===== config.mk =====
export PLATFORM = sky130hd
export DESIGN_NAME = wheel_speed_smoother_core
export DESIGN_NICKNAME = d
export VERILOG_FILES = /design/src/hw/rtl/wss_pkg.sv /design/src/hw/rtl/wss_mac.sv /design/src/hw/rtl/wss_div.sv /design/src/hw/rtl/wheel_speed_smoother_core.sv
export VERILOG_INCLUDE_DIRS = /design/src /design/src/hw/rtl
export SDC_FILE = /design/constraint.sdc
export NUM_CORES = 2
export LEC_CHECK = 0
export ABC_AREA = 1
export BUFFER_PORTS_ARGS = -buffer_cell sky130_fd_sc_hd__buf_2
export CORE_ASPECT_RATIO = 1.4
export CORE_UTILIZATION = 65
export CTS_CLUSTER_DIAMETER = 150
export DETAILED_ROUTE_END_ITERATION = 7
export HOLD_SLACK_MARGIN = 0.02
export PLACE_DENSITY = 0.82
export SYNTH_ARGS = -nofsm -noshare
export SYNTH_HDL_FRONTEND = slang
export SYNTH_SLANG_ARGS = --single-unit

===== constraint.sdc =====
create_clock -name clk -period 15.5 [get_ports clk]
set_input_delay 2.325 -clock clk [delete_from_list [all_inputs] [get_ports clk]]
set_output_delay 2.325 -clock clk [all_outputs]
set_load 0.01 [all_outputs]

===== src/hw/rtl/wheel_speed_smoother_core_assert.svh =====
// Assertion macros for the file that checks the smoother.
`ifndef WHEEL_SPEED_SMOOTHER_CORE_ASSERT_SVH
`define WHEEL_SPEED_SMOOTHER_CORE_ASSERT_SVH

// Same-cycle implication, sampled on clk and off during reset.
`define WSS_ASSERT_NOW(label, ante, cons, msg) \
	label: assert property (@(posedge clk) disable iff (!arst_n) (ante) |-> (cons)) \
		else $error(msg);

// Next-cycle implication, sampled on clk and off during reset.
`define WSS_ASSERT_NEXT(label, ante, cons, msg) \
	label: assert property (@(posedge clk) disable iff (!arst_n) (ante) |=> (cons)) \
		else $error(msg);

`endif


===== src/hw/rtl/wss_pkg.sv =====
package wss_pkg;

	// Fixed widths of the speed path.
	localparam int VAL_W   = 24;
	localparam int MUL_A_W = 24;
	localparam int MUL_B_W = 17;
	localparam int ACC_W   = 42;
	localparam int REM_W   = 26;
	localparam int DEN_W   = 25;
	localparam int NOISE_W = 16;
	localparam int ALPHA_W = 9;
	localparam int CFG_IDX_W  = 3;
	localparam int CFG_DATA_W = 24;

	localparam int DEF_COUNT_BITS = 12;
	localparam int DEF_FRAC_BITS  = 8;

	// Gain is Q1.16; the divider produces one quotient bit per step.
	localparam int GAIN_SHIFT = 16;
	localparam int DIV_STEPS  = GAIN_SHIFT + 1;
	localparam int DIV_CNT_W  = $clog2(DIV_STEPS + 1);
	localparam logic [MUL_B_W-1:0] GAIN_ONE = MUL_B_W'(65536);
	localparam logic [ACC_W-1:0]   KAL_RND  = ACC_W'(32768);

	// EMA weight is Q1.8.
	localparam int ALPHA_SHIFT = 8;
	localparam logic [ALPHA_W-1:0] ALPHA_ONE = ALPHA_W'(256);
	localparam logic [ACC_W-1:0]   EMA_RND   = ACC_W'(128);

	localparam logic [VAL_W-1:0] VAL_MAX = {VAL_W{1'b1}};

	// Display offsets in whole cm/s, covariance reset in whole units.
	localparam int OFFSET_LO  = 10;
	localparam int OFFSET_MID = 18;
	localparam int OFFSET_HI  = 30;
	localparam int COV_INIT   = 100;

	// Register defaults.
	localparam logic [15:0] PULSE_SCALE_RST = 16'd2694;
	localparam logic [ALPHA_W-1:0] EMA_ALPHA_RST = 9'd230;
	localparam logic [NOISE_W-1:0] PROC_NOISE_RST = 16'd3840;
	localparam logic [NOISE_W-1:0] MEAS_NOISE_RST = 16'd128;
	localparam logic [VAL_W-1:0] LOW_BAND_RST  = 24'd20480;
	localparam logic [VAL_W-1:0] HIGH_BAND_RST = 24'd32000;

	typedef enum logic [CFG_IDX_W-1:0] {
		CFG_FILTER_MODE = 3'd0,
		CFG_PULSE_SCALE = 3'd1,
		CFG_EMA_ALPHA   = 3'd2,
		CFG_PROC_NOISE  = 3'd3,
		CFG_MEAS_NOISE  = 3'd4,
		CFG_LOW_BAND    = 3'd5,
		CFG_HIGH_BAND   = 3'd6
	} cfg_idx_t;

	typedef enum logic [10:0] {
		S_IDLE = 11'b00000000001,
		S_RAW  = 11'b00000000010,
		S_SEL  = 11'b00000000100,
		S_EMA1 = 11'b00000001000,
		S_EMA2 = 11'b00000010000,
		S_EMA3 = 11'b00000100000,
		S_DIV  = 11'b00001000000,
		S_K1   = 11'b00010000000,
		S_K2   = 11'b00100000000,
		S_K3   = 11'b01000000000,
		S_BAND = 11'b10000000000
	} state_t;

	// Command to the shared multiply-accumulate unit.
	typedef struct packed {
		logic             en;
		logic             clr;
		logic [ACC_W-1:0] bias;
	} mac_cmd_t;

	// Status of the gain divider.
	typedef struct packed {
		logic busy;
		logic done;
	} div_stat_t;

endpackage


===== src/hw/rtl/wss_mac.sv =====
module wss_mac (
	input  logic                         clk,
	input  logic                         arst_n,
	input  wss_pkg::mac_cmd_t            cmd,
	input  logic [wss_pkg::MUL_A_W-1:0]  a,
	input  logic [wss_pkg::MUL_B_W-1:0]  b,
	output logic [wss_pkg::ACC_W-1:0]    acc
);

	logic [wss_pkg::MUL_A_W+wss_pkg::MUL_B_W-1:0] prod;
	logic [wss_pkg::ACC_W-1:0] base;
	logic [wss_pkg::ACC_W-1:0] acc_q;

	assign prod = a * b;
	assign base = cmd.clr ? cmd.bias : acc_q;

	// The accumulator starts from the rounding bias on a fresh sum.
	always_ff @(posedge clk or negedge arst_n) begin
		if (!arst_n) begin
			acc_q <= '0;
		end else if (cmd.en) begin
			acc_q <= base + wss_pkg::ACC_W'(prod);
		end
	end

	assign acc = acc_q;

endmodule


===== src/hw/rtl/wss_div.sv =====
module wss_div (
	input  logic                          clk,
	input  logic                          arst_n,
	input  logic                          start,
	input  logic [wss_pkg::VAL_W-1:0]     p,
	input  logic [wss_pkg::NOISE_W-1:0]   r,
	output wss_pkg::div_stat_t            stat,
	output logic [wss_pkg::MUL_B_W-1:0]   quot
);

	logic [wss_pkg::DEN_W-1:0]     den_q;
	logic [wss_pkg::REM_W-1:0]     rem_q;
	logic [wss_pkg::MUL_B_W-1:0]   quot_q;
	logic [wss_pkg::DIV_CNT_W-1:0] cnt_q;
	logic                          busy_q;
	logic                          done_q;
	logic                          ge;
	logic [wss_pkg::REM_W-1:0]     rem_sub;

	// Restoring division of p * 2^16 by p + r; p never exceeds the divisor,
	// so the quotient fits in seventeen bits.
	assign ge      = rem_q >= wss_pkg::REM_W'(den_q);
	assign rem_sub = ge ? (rem_q - wss_pkg::REM_W'(den_q)) : rem_q;

	always_ff @(posedge clk or negedge arst_n) begin
		if (!arst_n) begin
			busy_q <= 1'b0;
			done_q <= 1'b0;
			cnt_q  <= '0;
		end else begin
			done_q <= 1'b0;
			if (start) begin
				busy_q <= 1'b1;
				cnt_q  <= wss_pkg::DIV_CNT_W'(wss_pkg::DIV_STEPS);
			end else if (busy_q) begin
				cnt_q <= cnt_q - 1'b1;
				if (cnt_q == wss_pkg::DIV_CNT_W'(1)) begin
					busy_q <= 1'b0;
					done_q <= 1'b1;
				end
			end
		end
	end

	always_ff @(posedge clk) begin
		if (start) begin
			den_q  <= wss_pkg::DEN_W'(p) + wss_pkg::DEN_W'(r);
			rem_q  <= wss_pkg::REM_W'(p);
			quot_q <= '0;
		end else if (busy_q) begin
			rem_q  <= {rem_sub[wss_pkg::REM_W-2:0], 1'b0};
			quot_q <= {quot_q[wss_pkg::MUL_B_W-2:0], ge};
		end
	end

	assign stat.busy = busy_q;
	assign stat.done = done_q;
	assign quot      = quot_q;

endmodule


===== src/hw/rtl/wheel_speed_smoother_core.sv =====
// Wheel speed smoother. Each item is the encoder pulse count of one sample
// window; it is scaled by pulse_scale to a speed in cm/s (unsigned, FRAC_BITS
// fraction bits, clipped to 24 bits), smoothed by an exponential moving
// average (filter_mode 0) or a scalar Kalman filter (filter_mode 1), and given
// a band offset of 10, 18 or 30 cm/s with clipping. A result item leaves only
// when the displayed speed differs from the last one shown. The block takes
// one item at a time: pulse_stall is high from acceptance until the item is
// finished. An averaging item passes through the blend states when the
// reading is blended, and goes from selection straight to the band state when
// a zero or lower reading is taken over directly. A Kalman item waits on the
// serial gain divider, which produces one quotient bit per clock, and all
// multiplications share one 24 x 17 multiply-accumulate unit. When an item
// changes the displayed value, it stays in the band state for as long as a
// previous result still waits in the output register. Configuration writes
// are always accepted (cfg_ready is tied high) and must only be made while
// the block is idle.
`include "wheel_speed_smoother_core_assert.svh"

module wheel_speed_smoother_core #(
	parameter int COUNT_BITS = wss_pkg::DEF_COUNT_BITS,
	parameter int FRAC_BITS  = wss_pkg::DEF_FRAC_BITS
) (
	input  logic                             clk,
	input  logic                             arst_n,
	// Input items.
	input  logic                             pulse_valid,
	output logic                             pulse_stall,
	input  logic [COUNT_BITS-1:0]            pulse_count,
	// Result items.
	output logic                             speed_valid,
	input  logic                             speed_stall,
	output logic [wss_pkg::VAL_W-1:0]        display_speed,
	output logic [wss_pkg::VAL_W-1:0]        filtered_speed,
	// Configuration writes.
	input  logic                             cfg_valid,
	output logic                             cfg_ready,
	input  logic [wss_pkg::CFG_IDX_W-1:0]    cfg_index,
	input  logic [wss_pkg::CFG_DATA_W-1:0]   cfg_data
);

	localparam int VW = wss_pkg::VAL_W;

	// Offsets and covariance reset scaled to the fraction width.
	localparam logic [VW:0] OFF_LO  = (VW+1)'(wss_pkg::OFFSET_LO  << FRAC_BITS);
	localparam logic [VW:0] OFF_MID = (VW+1)'(wss_pkg::OFFSET_MID << FRAC_BITS);
	localparam logic [VW:0] OFF_HI  = (VW+1)'(wss_pkg::OFFSET_HI  << FRAC_BITS);
	localparam logic [VW-1:0] COV_RST = VW'(wss_pkg::COV_INIT << FRAC_BITS);

	// Clip an accumulator value to the 24-bit speed range.
	function automatic logic [VW-1:0] sat_val(input logic [wss_pkg::ACC_W-1:0] v);
		logic [VW-1:0] res;
		res = (|v[wss_pkg::ACC_W-1:VW]) ? wss_pkg::VAL_MAX : v[VW-1:0];
		return res;
	endfunction

	// Configuration registers.
	logic                          filter_mode_q;
	logic [15:0]                   pulse_scale_q;
	logic [wss_pkg::ALPHA_W-1:0]   ema_alpha_q;
	logic [wss_pkg::NOISE_W-1:0]   proc_noise_q;
	logic [wss_pkg::NOISE_W-1:0]   meas_noise_q;
	logic [VW-1:0]                 low_band_q;
	logic [VW-1:0]                 high_band_q;

	// Filter state and working registers.
	wss_pkg::state_t               state_q;
	logic [COUNT_BITS-1:0]         count_q;
	logic [VW-1:0]                 raw_q;
	logic [VW-1:0]                 smooth_q;
	logic [VW-1:0]                 est_q;
	logic [VW-1:0]                 cov_q;
	logic [VW-1:0]                 p_q;
	logic [wss_pkg::MUL_B_W-1:0]   gain_q;
	logic [VW-1:0]                 filt_q;
	logic [VW-1:0]                 last_q;
	logic                          out_valid_q;
	logic [VW-1:0]                 disp_q;
	logic [VW-1:0]                 fspd_q;

	// Shared units.
	wss_pkg::mac_cmd_t             mac_cmd;
	logic [wss_pkg::MUL_A_W-1:0]   mac_a;
	logic [wss_pkg::MUL_B_W-1:0]   mac_b;
	logic [wss_pkg::ACC_W-1:0]     acc;
	wss_pkg::div_stat_t            div_stat;
	logic [wss_pkg::MUL_B_W-1:0]   quot;
	logic                          div_start;

	logic                          accept;
	logic [wss_pkg::ALPHA_W-1:0]   alpha_c;
	logic [VW-1:0]                 raw_new;
	logic [VW:0]                   p_sum;
	logic [VW-1:0]                 p_new;
	logic [wss_pkg::MUL_B_W-1:0]   gain_c;
	logic [wss_pkg::MUL_B_W-1:0]   gain_inv;
	logic [VW:0]                   offset;
	logic [VW:0]                   shown_sum;
	logic [VW-1:0]                 shown;
	logic                          out_free;
	logic                          emit;

	assign cfg_ready   = 1'b1;
	assign accept      = pulse_valid && !pulse_stall;
	assign pulse_stall = (state_q != wss_pkg::S_IDLE);

	always_ff @(posedge clk or negedge arst_n) begin
		if (!arst_n) begin
			filter_mode_q <= 1'b0;
			pulse_scale_q <= wss_pkg::PULSE_SCALE_RST;
			ema_alpha_q   <= wss_pkg::EMA_ALPHA_RST;
			proc_noise_q  <= wss_pkg::PROC_NOISE_RST;
			meas_noise_q  <= wss_pkg::MEAS_NOISE_RST;
			low_band_q    <= wss_pkg::LOW_BAND_RST;
			high_band_q   <= wss_pkg::HIGH_BAND_RST;
		end else if (cfg_valid && cfg_ready) begin
			unique case (cfg_index)
				wss_pkg::CFG_FILTER_MODE: filter_mode_q <= cfg_data[0];
				wss_pkg::CFG_PULSE_SCALE: pulse_scale_q <= cfg_data[15:0];
				wss_pkg::CFG_EMA_ALPHA:   ema_alpha_q   <= cfg_data[wss_pkg::ALPHA_W-1:0];
				wss_pkg::CFG_PROC_NOISE:  proc_noise_q  <= cfg_data[wss_pkg::NOISE_W-1:0];
				wss_pkg::CFG_MEAS_NOISE:  meas_noise_q  <= cfg_data[wss_pkg::NOISE_W-1:0];
				wss_pkg::CFG_LOW_BAND:    low_band_q    <= cfg_data[VW-1:0];
				wss_pkg::CFG_HIGH_BAND:   high_band_q   <= cfg_data[VW-1:0];
				default: begin
				end
			endcase
		end
	end

	// Weights above one act as one.
	assign alpha_c = (ema_alpha_q > wss_pkg::ALPHA_ONE) ? wss_pkg::ALPHA_ONE : ema_alpha_q;

	// Raw speed is read from the accumulator in the cycle after the scaling product.
	assign raw_new = sat_val(acc);

	// Predicted covariance, clipped.
	assign p_sum = {1'b0, cov_q} + (VW+1)'(proc_noise_q);
	assign p_new = p_sum[VW] ? wss_pkg::VAL_MAX : p_sum[VW-1:0];

	// A zero divisor leaves every quotient bit set, which clamps to a gain of one.
	assign gain_c   = (quot > wss_pkg::GAIN_ONE) ? wss_pkg::GAIN_ONE : quot;
	assign gain_inv = wss_pkg::GAIN_ONE - gain_q;

	assign div_start = (state_q == wss_pkg::S_SEL) && filter_mode_q;

	// Operand selection for the shared multiply-accumulate unit.
	always_comb begin
		mac_cmd = '0;
		mac_a   = '0;
		mac_b   = '0;
		unique case (state_q)
			wss_pkg::S_RAW: begin
				mac_cmd = '{en: 1'b1, clr: 1'b1, bias: '0};
				mac_a   = wss_pkg::MUL_A_W'(count_q);
				mac_b   = wss_pkg::MUL_B_W'(pulse_scale_q);
			end
			wss_pkg::S_EMA1: begin
				mac_cmd = '{en: 1'b1, clr: 1'b1, bias: wss_pkg::EMA_RND};
				mac_a   = raw_q;
				mac_b   = wss_pkg::MUL_B_W'(alpha_c);
			end
			wss_pkg::S_EMA2: begin
				mac_cmd = '{en: 1'b1, clr: 1'b0, bias: '0};
				mac_a   = smooth_q;
				mac_b   = wss_pkg::MUL_B_W'(wss_pkg::ALPHA_ONE - alpha_c);
			end
			wss_pkg::S_K1: begin
				mac_cmd = '{en: 1'b1, clr: 1'b1, bias: wss_pkg::KAL_RND};
				mac_a   = est_q;
				mac_b   = gain_inv;
			end
			wss_pkg::S_K2: begin
				mac_cmd = '{en: 1'b1, clr: 1'b0, bias: '0};
				mac_a   = raw_q;
				mac_b   = gain_q;
			end
			wss_pkg::S_K3: begin
				// The estimate is taken from the accumulator in this cycle while
				// the covariance product starts a fresh sum.
				mac_cmd = '{en: 1'b1, clr: 1'b1, bias: wss_pkg::KAL_RND};
				mac_a   = p_q;
				mac_b   = gain_inv;
			end
			default: begin
			end
		endcase
	end

	// Band offset and clipped display value.
	always_comb begin
		if (filt_q < low_band_q) begin
			offset = OFF_LO;
		end else if (filt_q < high_band_q) begin
			offset = OFF_MID;
		end else begin
			offset = OFF_HI;
		end
	end
	assign shown_sum = {1'b0, filt_q} + offset;
	assign shown     = shown_sum[VW] ? wss_pkg::VAL_MAX : shown_sum[VW-1:0];
	assign out_free  = !out_valid_q || !speed_stall;

	// A changed display value moves into the output register in this cycle.
	assign emit = (state_q == wss_pkg::S_BAND) && (shown != last_q) && out_free;

	// Sequencer with filter state. The covariance update of one Kalman item is
	// folded into the band cycle, where the accumulator holds P * (1 - K).
	logic cov_pending_q;

	always_ff @(posedge clk or negedge arst_n) begin
		if (!arst_n) begin
			state_q       <= wss_pkg::S_IDLE;
			smooth_q      <= '0;
			est_q         <= '0;
			cov_q         <= COV_RST;
			last_q        <= '0;
			out_valid_q   <= 1'b0;
			cov_pending_q <= 1'b0;
		end else begin
			if (out_valid_q && !speed_stall && !emit) begin
				out_valid_q <= 1'b0;
			end
			unique case (state_q)
				wss_pkg::S_IDLE: begin
					if (accept) begin
						state_q <= wss_pkg::S_RAW;
					end
				end
				wss_pkg::S_RAW: begin
					state_q <= wss_pkg::S_SEL;
				end
				wss_pkg::S_SEL: begin
					if (filter_mode_q) begin
						if (raw_new == '0) begin
							est_q <= '0;
						end
						state_q <= wss_pkg::S_DIV;
					end else if (raw_new == '0) begin
						smooth_q <= '0;
						state_q  <= wss_pkg::S_BAND;
					end else if (raw_new < smooth_q) begin
						smooth_q <= raw_new;
						state_q  <= wss_pkg::S_BAND;
					end else begin
						state_q <= wss_pkg::S_EMA1;
					end
				end
				wss_pkg::S_EMA1: begin
					state_q <= wss_pkg::S_EMA2;
				end
				wss_pkg::S_EMA2: begin
					state_q <= wss_pkg::S_EMA3;
				end
				wss_pkg::S_EMA3: begin
					smooth_q <= sat_val(acc >> wss_pkg::ALPHA_SHIFT);
					state_q  <= wss_pkg::S_BAND;
				end
				wss_pkg::S_DIV: begin
					if (div_stat.done) begin
						state_q <= wss_pkg::S_K1;
					end
				end
				wss_pkg::S_K1: begin
					state_q <= wss_pkg::S_K2;
				end
				wss_pkg::S_K2: begin
					state_q <= wss_pkg::S_K3;
				end
				wss_pkg::S_K3: begin
					est_q         <= sat_val(acc >> wss_pkg::GAIN_SHIFT);
					cov_pending_q <= 1'b1;
					state_q       <= wss_pkg::S_BAND;
				end
				wss_pkg::S_BAND: begin
					if (cov_pending_q) begin
						cov_q         <= sat_val(acc >> wss_pkg::GAIN_SHIFT);
						cov_pending_q <= 1'b0;
					end
					if (shown == last_q) begin
						state_q <= wss_pkg::S_IDLE;
					end else if (out_free) begin
						last_q      <= shown;
						out_valid_q <= 1'b1;
						state_q     <= wss_pkg::S_IDLE;
					end
				end
				default: begin
					state_q <= wss_pkg::S_IDLE;
				end
			endcase
		end
	end

	// Payload registers.
	always_ff @(posedge clk) begin
		if (accept) begin
			count_q <= pulse_count;
		end
		if (state_q == wss_pkg::S_SEL) begin
			raw_q <= raw_new;
			p_q   <= p_new;
		end
		if (div_stat.done) begin
			gain_q <= gain_c;
		end
		// The filtered value follows whichever filter just finished.
		unique case (state_q)
			wss_pkg::S_SEL: begin
				if (!filter_mode_q) begin
					filt_q <= (raw_new < smooth_q) ? raw_new : smooth_q;
				end
			end
			wss_pkg::S_EMA3: filt_q <= sat_val(acc >> wss_pkg::ALPHA_SHIFT);
			wss_pkg::S_K3:   filt_q <= sat_val(acc >> wss_pkg::GAIN_SHIFT);
			default: begin
			end
		endcase
		if (state_q == wss_pkg::S_BAND && shown != last_q && out_free) begin
			disp_q <= shown;
			fspd_q <= filt_q;
		end
	end

	wss_mac u_mac (
		.clk    (clk),
		.arst_n (arst_n),
		.cmd    (mac_cmd),
		.a      (mac_a),
		.b      (mac_b),
		.acc    (acc)
	);

	wss_div u_div (
		.clk    (clk),
		.arst_n (arst_n),
		.start  (div_start),
		.p      (p_new),
		.r      (meas_noise_q),
		.stat   (div_stat),
		.quot   (quot)
	);

	assign speed_valid    = out_valid_q;
	assign display_speed  = disp_q;
	assign filtered_speed = fspd_q;

	// The divider only finishes while the sequencer waits for the gain.
	`WSS_ASSERT_NOW(a_div_done_in_wait, div_stat.done, state_q == wss_pkg::S_DIV, "gain divider finished outside its wait state")
	// An accepted item always starts with the scaling product.
	`WSS_ASSERT_NEXT(a_accept_starts, accept, state_q == wss_pkg::S_RAW, "accepted item did not start scaling")
	// A changed display value always leaves as a result item.
	`WSS_ASSERT_NEXT(a_change_shown, state_q == wss_pkg::S_BAND && shown != last_q && out_free, speed_valid && display_speed == last_q, "changed display value was not presented")
	// The covariance update is only pending on its way through the band cycle.
	`WSS_ASSERT_NOW(a_cov_pending, cov_pending_q, state_q == wss_pkg::S_BAND, "covariance update pending outside the band cycle")

endmodule

==> out/metrics.csv <==
metric;value;unit
fraction of registers with async set/reset;54.9;%
YS warnings;0;
layout cell share with drive strength beyond 1;7.23;%
register area share after synthesis;31.7;%
Rel. slew slack;16.8;%
n_diodes;0;
CP arrival;10.31;ns
synthesized instance count;4967;
DPL Wire Length;99.8;mm
drt first pass iters;5;
max-slew violation count;0;
Leak;22.3;nW
Clock Tree Root;clkbuf_16;
CTS sink cnt;481;
initial core utilization;65.9;%
Chip Width;214;um
global-route wire length before repair;197;mm
CTS Buf Count;49;
Die Y;299;um
CTS tree;yes;
Crit Path Class;reg -> reg;
Worst Hold Depth;2;
end of the worst register-to-register path;u_mac.acc[33]$_DFFE_PN0N_;
fin cells;5872;
crit path launch type;flip-flop;
synthesized area per cell;8.24;um^2
setup TNS;0;ns
reg-to-reg critical path startpoint;state_q[0]$_DFFE_PN1P_;
slowest CP cell;a31oi_2;
Clock Tree Buf Depth;3;
DRT Wirelength;127;mm
status;finished clean;
post_cts resized;0;
multi-input combinational cell area;23400;um^2
Setup crit end kind;flip-flop;
Clk pin slew, worst setup/hold paths;0.06;ns
I/O pin count;95;
row count;108;
Total Routing Usage GR;40.5;%
via count;34400;
worst hold start;u_div.quot[0]$_SDFFE_PP0P_;
Final ANT Viol Nets;0;
Synth-to-Final Area Change;6.70;%
Layout Nets;5667;
CP required;15.98;ns
r2r setup slk;5.67;ns
Fin Clk Skew;0.0447;ns
peak supply drop;139;uV
Max Clk Rate;0.102;GHz
Hold Crit Class;reg -> reg;
Syn Nets;5628;
Cell Pwr Density;119;nW/um^2
Reg area;13000;um^2
Hold Path End;u_div.quot[1]$_SDFFE_PP0P_;
pre-CTS WS;5.93;ns
Synth Register Bits;481;
gpl congestion;0.990;
Tcrit/Tclk final;63.4;%
core area;62200;um^2
Post-synth EDFFs;198;
Clk Latency, worst-skew pair;0.63;ns
vias in the first global route;35400;
CP max stage delay;0.97;ns
Post-CTS Setup Bufs;0;
Cell Area, Synth;40900;um^2
Max-Cap Viols;0;
most used cell, CP;fa_1;
fillers;5033;
RSZ-0062 raised after global routing;no;
Final setup viols;0;
wire per inst;21.7;um
Residual DRC;0;
initial antenna violation count;2;
FF-to-FF path depth;31;
Least-Margin Pin Slew;1.24;ns
final worst slack;5.67;ns
Cell Count Post-Placement;5780;
Hold-fix buffers, CTS;0;
Synth cell types;66;
IO buf count;93;
pin count of the biggest net entering global routing;90;
Starting DRT DRC Count;3100;
endpoints failing hold;0;
via/cell ratio;5.85;
Worst Path Max Fanout;26;
H-Tree Depth;2;
total gr overflow;0;
die area;64000;um^2
Hold WS;0.464;ns
ys flop type;dfrtp_1;
final worst path period need;9.83;ns
## synth_stat cells, types with 13 or more instances
master | count | share of area (%)
nand2_1 | 1160 | 11
inv_1 | 1012 | 9.3
fa_1 | 374 | 18
nor2_1 | 366 | 3.4
o21ai_0 | 310 | 3.8
ha_1 | 243 | 7.4
dfrtp_1 | 237 | 14
nand3_1 | 213 | 2.6
edfxtp_1 | 198 | 15
a21oi_1 | 192 | 2.3
buf_2 | 75 | 0.92
xor2_1 | 56 | 1.2
clkbuf_1 | 53 | 0.49
xnor2_1 | 47 | 1.0
nand4_1 | 38 | 0.58
nor3_1 | 29 | 0.35
dfstp_2 | 27 | 1.7
or2_2 | 25 | 0.38
a22oi_1 | 20 | 0.37
inv_2 | 20 | 0.18
dfxtp_1 | 19 | 0.93
a31oi_1 | 17 | 0.26
buf_4 | 15 | 0.28
nand2_2 | 15 | 0.23
o21bai_1 | 15 | 0.28
o22ai_1 | 14 | 0.21
o21a_1 | 13 | 0.24
## cells in the final DEF (no fill, tap or decap), drive strengths merged, types with 3 or more instances in the layout
| cell type | n |
|---|---|
| a211oi | 15 |
| a21boi | 7 |
| a21o | 12 |
| a21oi | 194 |
| a221oi | 15 |
| a22o | 7 |
| a22oi | 20 |
| a31oi | 18 |
| and2 | 3 |
| buf | 138 |
| bufinv | 3 |
| clkbuf | 56 |
| clkinv | 30 |
| clkinvlp | 4 |
| dfrtp | 237 |
| dfstp | 27 |
| dfxtp | 19 |
| edfxtp | 198 |
| fa | 374 |
| ha | 243 |
| inv | 1036 |
| nand2 | 1176 |
| nand3 | 220 |
| nand3b | 8 |
| nand4 | 40 |
| nor2 | 372 |
| nor3 | 33 |
| nor4 | 15 |
| o2111ai | 7 |
| o211ai | 14 |
| o21a | 13 |
| o21ai | 315 |
| o21bai | 16 |
| o221ai | 11 |
| o22ai | 14 |
| or2 | 25 |
| xnor2 | 47 |
| xor2 | 56 |
## metal layers
layer  global-route usage, %  up-vias  share of wire (%)
li1                        -    15600                  -
met1                    48.1    16500                 36
met2                    68.3     1732                 48
met3                    4.88      488                7.6
met4                    29.4        2                8.4
met5                       0        -             0.0071
## critical path, delay by kind of cell (launching register included)
family / cells / cell delay, ns
flip-flops: 1 / 0.54
buffers and inverters: 6 / 1.19
adder cells (fa/ha/maj): 7 / 3.31
AND/OR/NAND/NOR: 13 / 2.96
AO/OA/AOI/OAI: 5 / 1.66
## registers in the layout, indices dropped and copies added (netlist names), 9 cells and up
| name | flops |
|---|---|
| count_q | 12 |
| cov_q | 24 |
| display_speed | 24 |
| ema_alpha_q | 9 |
| est_q | 24 |
| filt_q | 24 |
| filtered_speed | 24 |
| gain_q | 17 |
| high_band_q | 24 |
| last_q | 24 |
| low_band_q | 24 |
| meas_noise_q | 16 |
| p_q | 24 |
| proc_noise_q | 16 |
| pulse_scale_q | 16 |
| raw_q | 24 |
| smooth_q | 24 |
| state_q | 11 |
| u_div.den_q | 25 |
| u_div.quot | 17 |
| u_div.rem_q | 26 |
| u_mac.acc | 42 |
## worst max path at each step
| stage | slack, ns | start | depth (start not counted) | end |
|---|---|---|---|---|
| floorplan | 8.49 | gain_q[1]$_SDFFCE_PN0P_ | 34 | u_mac.acc[39]$_DFFE_PN0N_ |
| global placement | 6.13 | state_q[0]$_DFFE_PN1P_ | 31 | u_mac.acc[33]$_DFFE_PN0N_ |
| detailed placement | 5.93 | state_q[0]$_DFFE_PN1P_ | 31 | u_mac.acc[33]$_DFFE_PN0N_ |
| CTS | 5.88 | state_q[0]$_DFFE_PN1P_ | 31 | u_mac.acc[33]$_DFFE_PN0N_ |
| global route | 5.40 | state_q[0]$_DFFE_PN1P_ | 31 | u_mac.acc[33]$_DFFE_PN0N_ |
| finish | 5.67 | state_q[0]$_DFFE_PN1P_ | 31 | u_mac.acc[33]$_DFFE_PN0N_ |
## cell type report
class                      instances  share of cell area (%)
clock buffer                      56                    2.91
clock inverter                    36                   0.739
inverter                        1037                    8.91
multi-input combinational       3299                    53.5
sequential                       481                    29.7
tap                              825                    2.36
timing repair buffer             138                    1.86
## cell families (layout without fill, tap and decap cells)
logic type / after synthesis / in the layout / share of synthesized area (%)
other: 1 / 1 / 0.00916
buffers and inverters: 1187 / 1267 / 11.3
adders and majority gates: 617 / 617 / 25.7
DFF: 481 / 481 / 31.7
and+or+nand+nor: 1896 / 1896 / 19.2
xor gates and xnor gates: 103 / 103 / 2.20
AOI/OAI and AO/OA: 682 / 682 / 9.88
## metrics by stage
| stage | area (um^2) | power [mW] | utilization (%) |
|---|---|---|---|
| after global placement | 42100 | 3.89 | 67.7 |
| after CTS | 43700 | 5.15 | 70.3 |
| after floorplan | 40900 | 3.24 | - |
| after detailed placement | 42100 | 3.95 | 67.7 |
| final | 43700 | 5.21 | 70.3 |
| after global routing | 43700 | 5.50 | 70.3 |
## power by group
part	total [mW]	internal [mW]	switching [mW]
Combinational	2.16	0.690	1.47
Clock	1.20	0.650	0.550
Sequential	1.85	1.64	0.212
(Power assumes the default switching activity.)
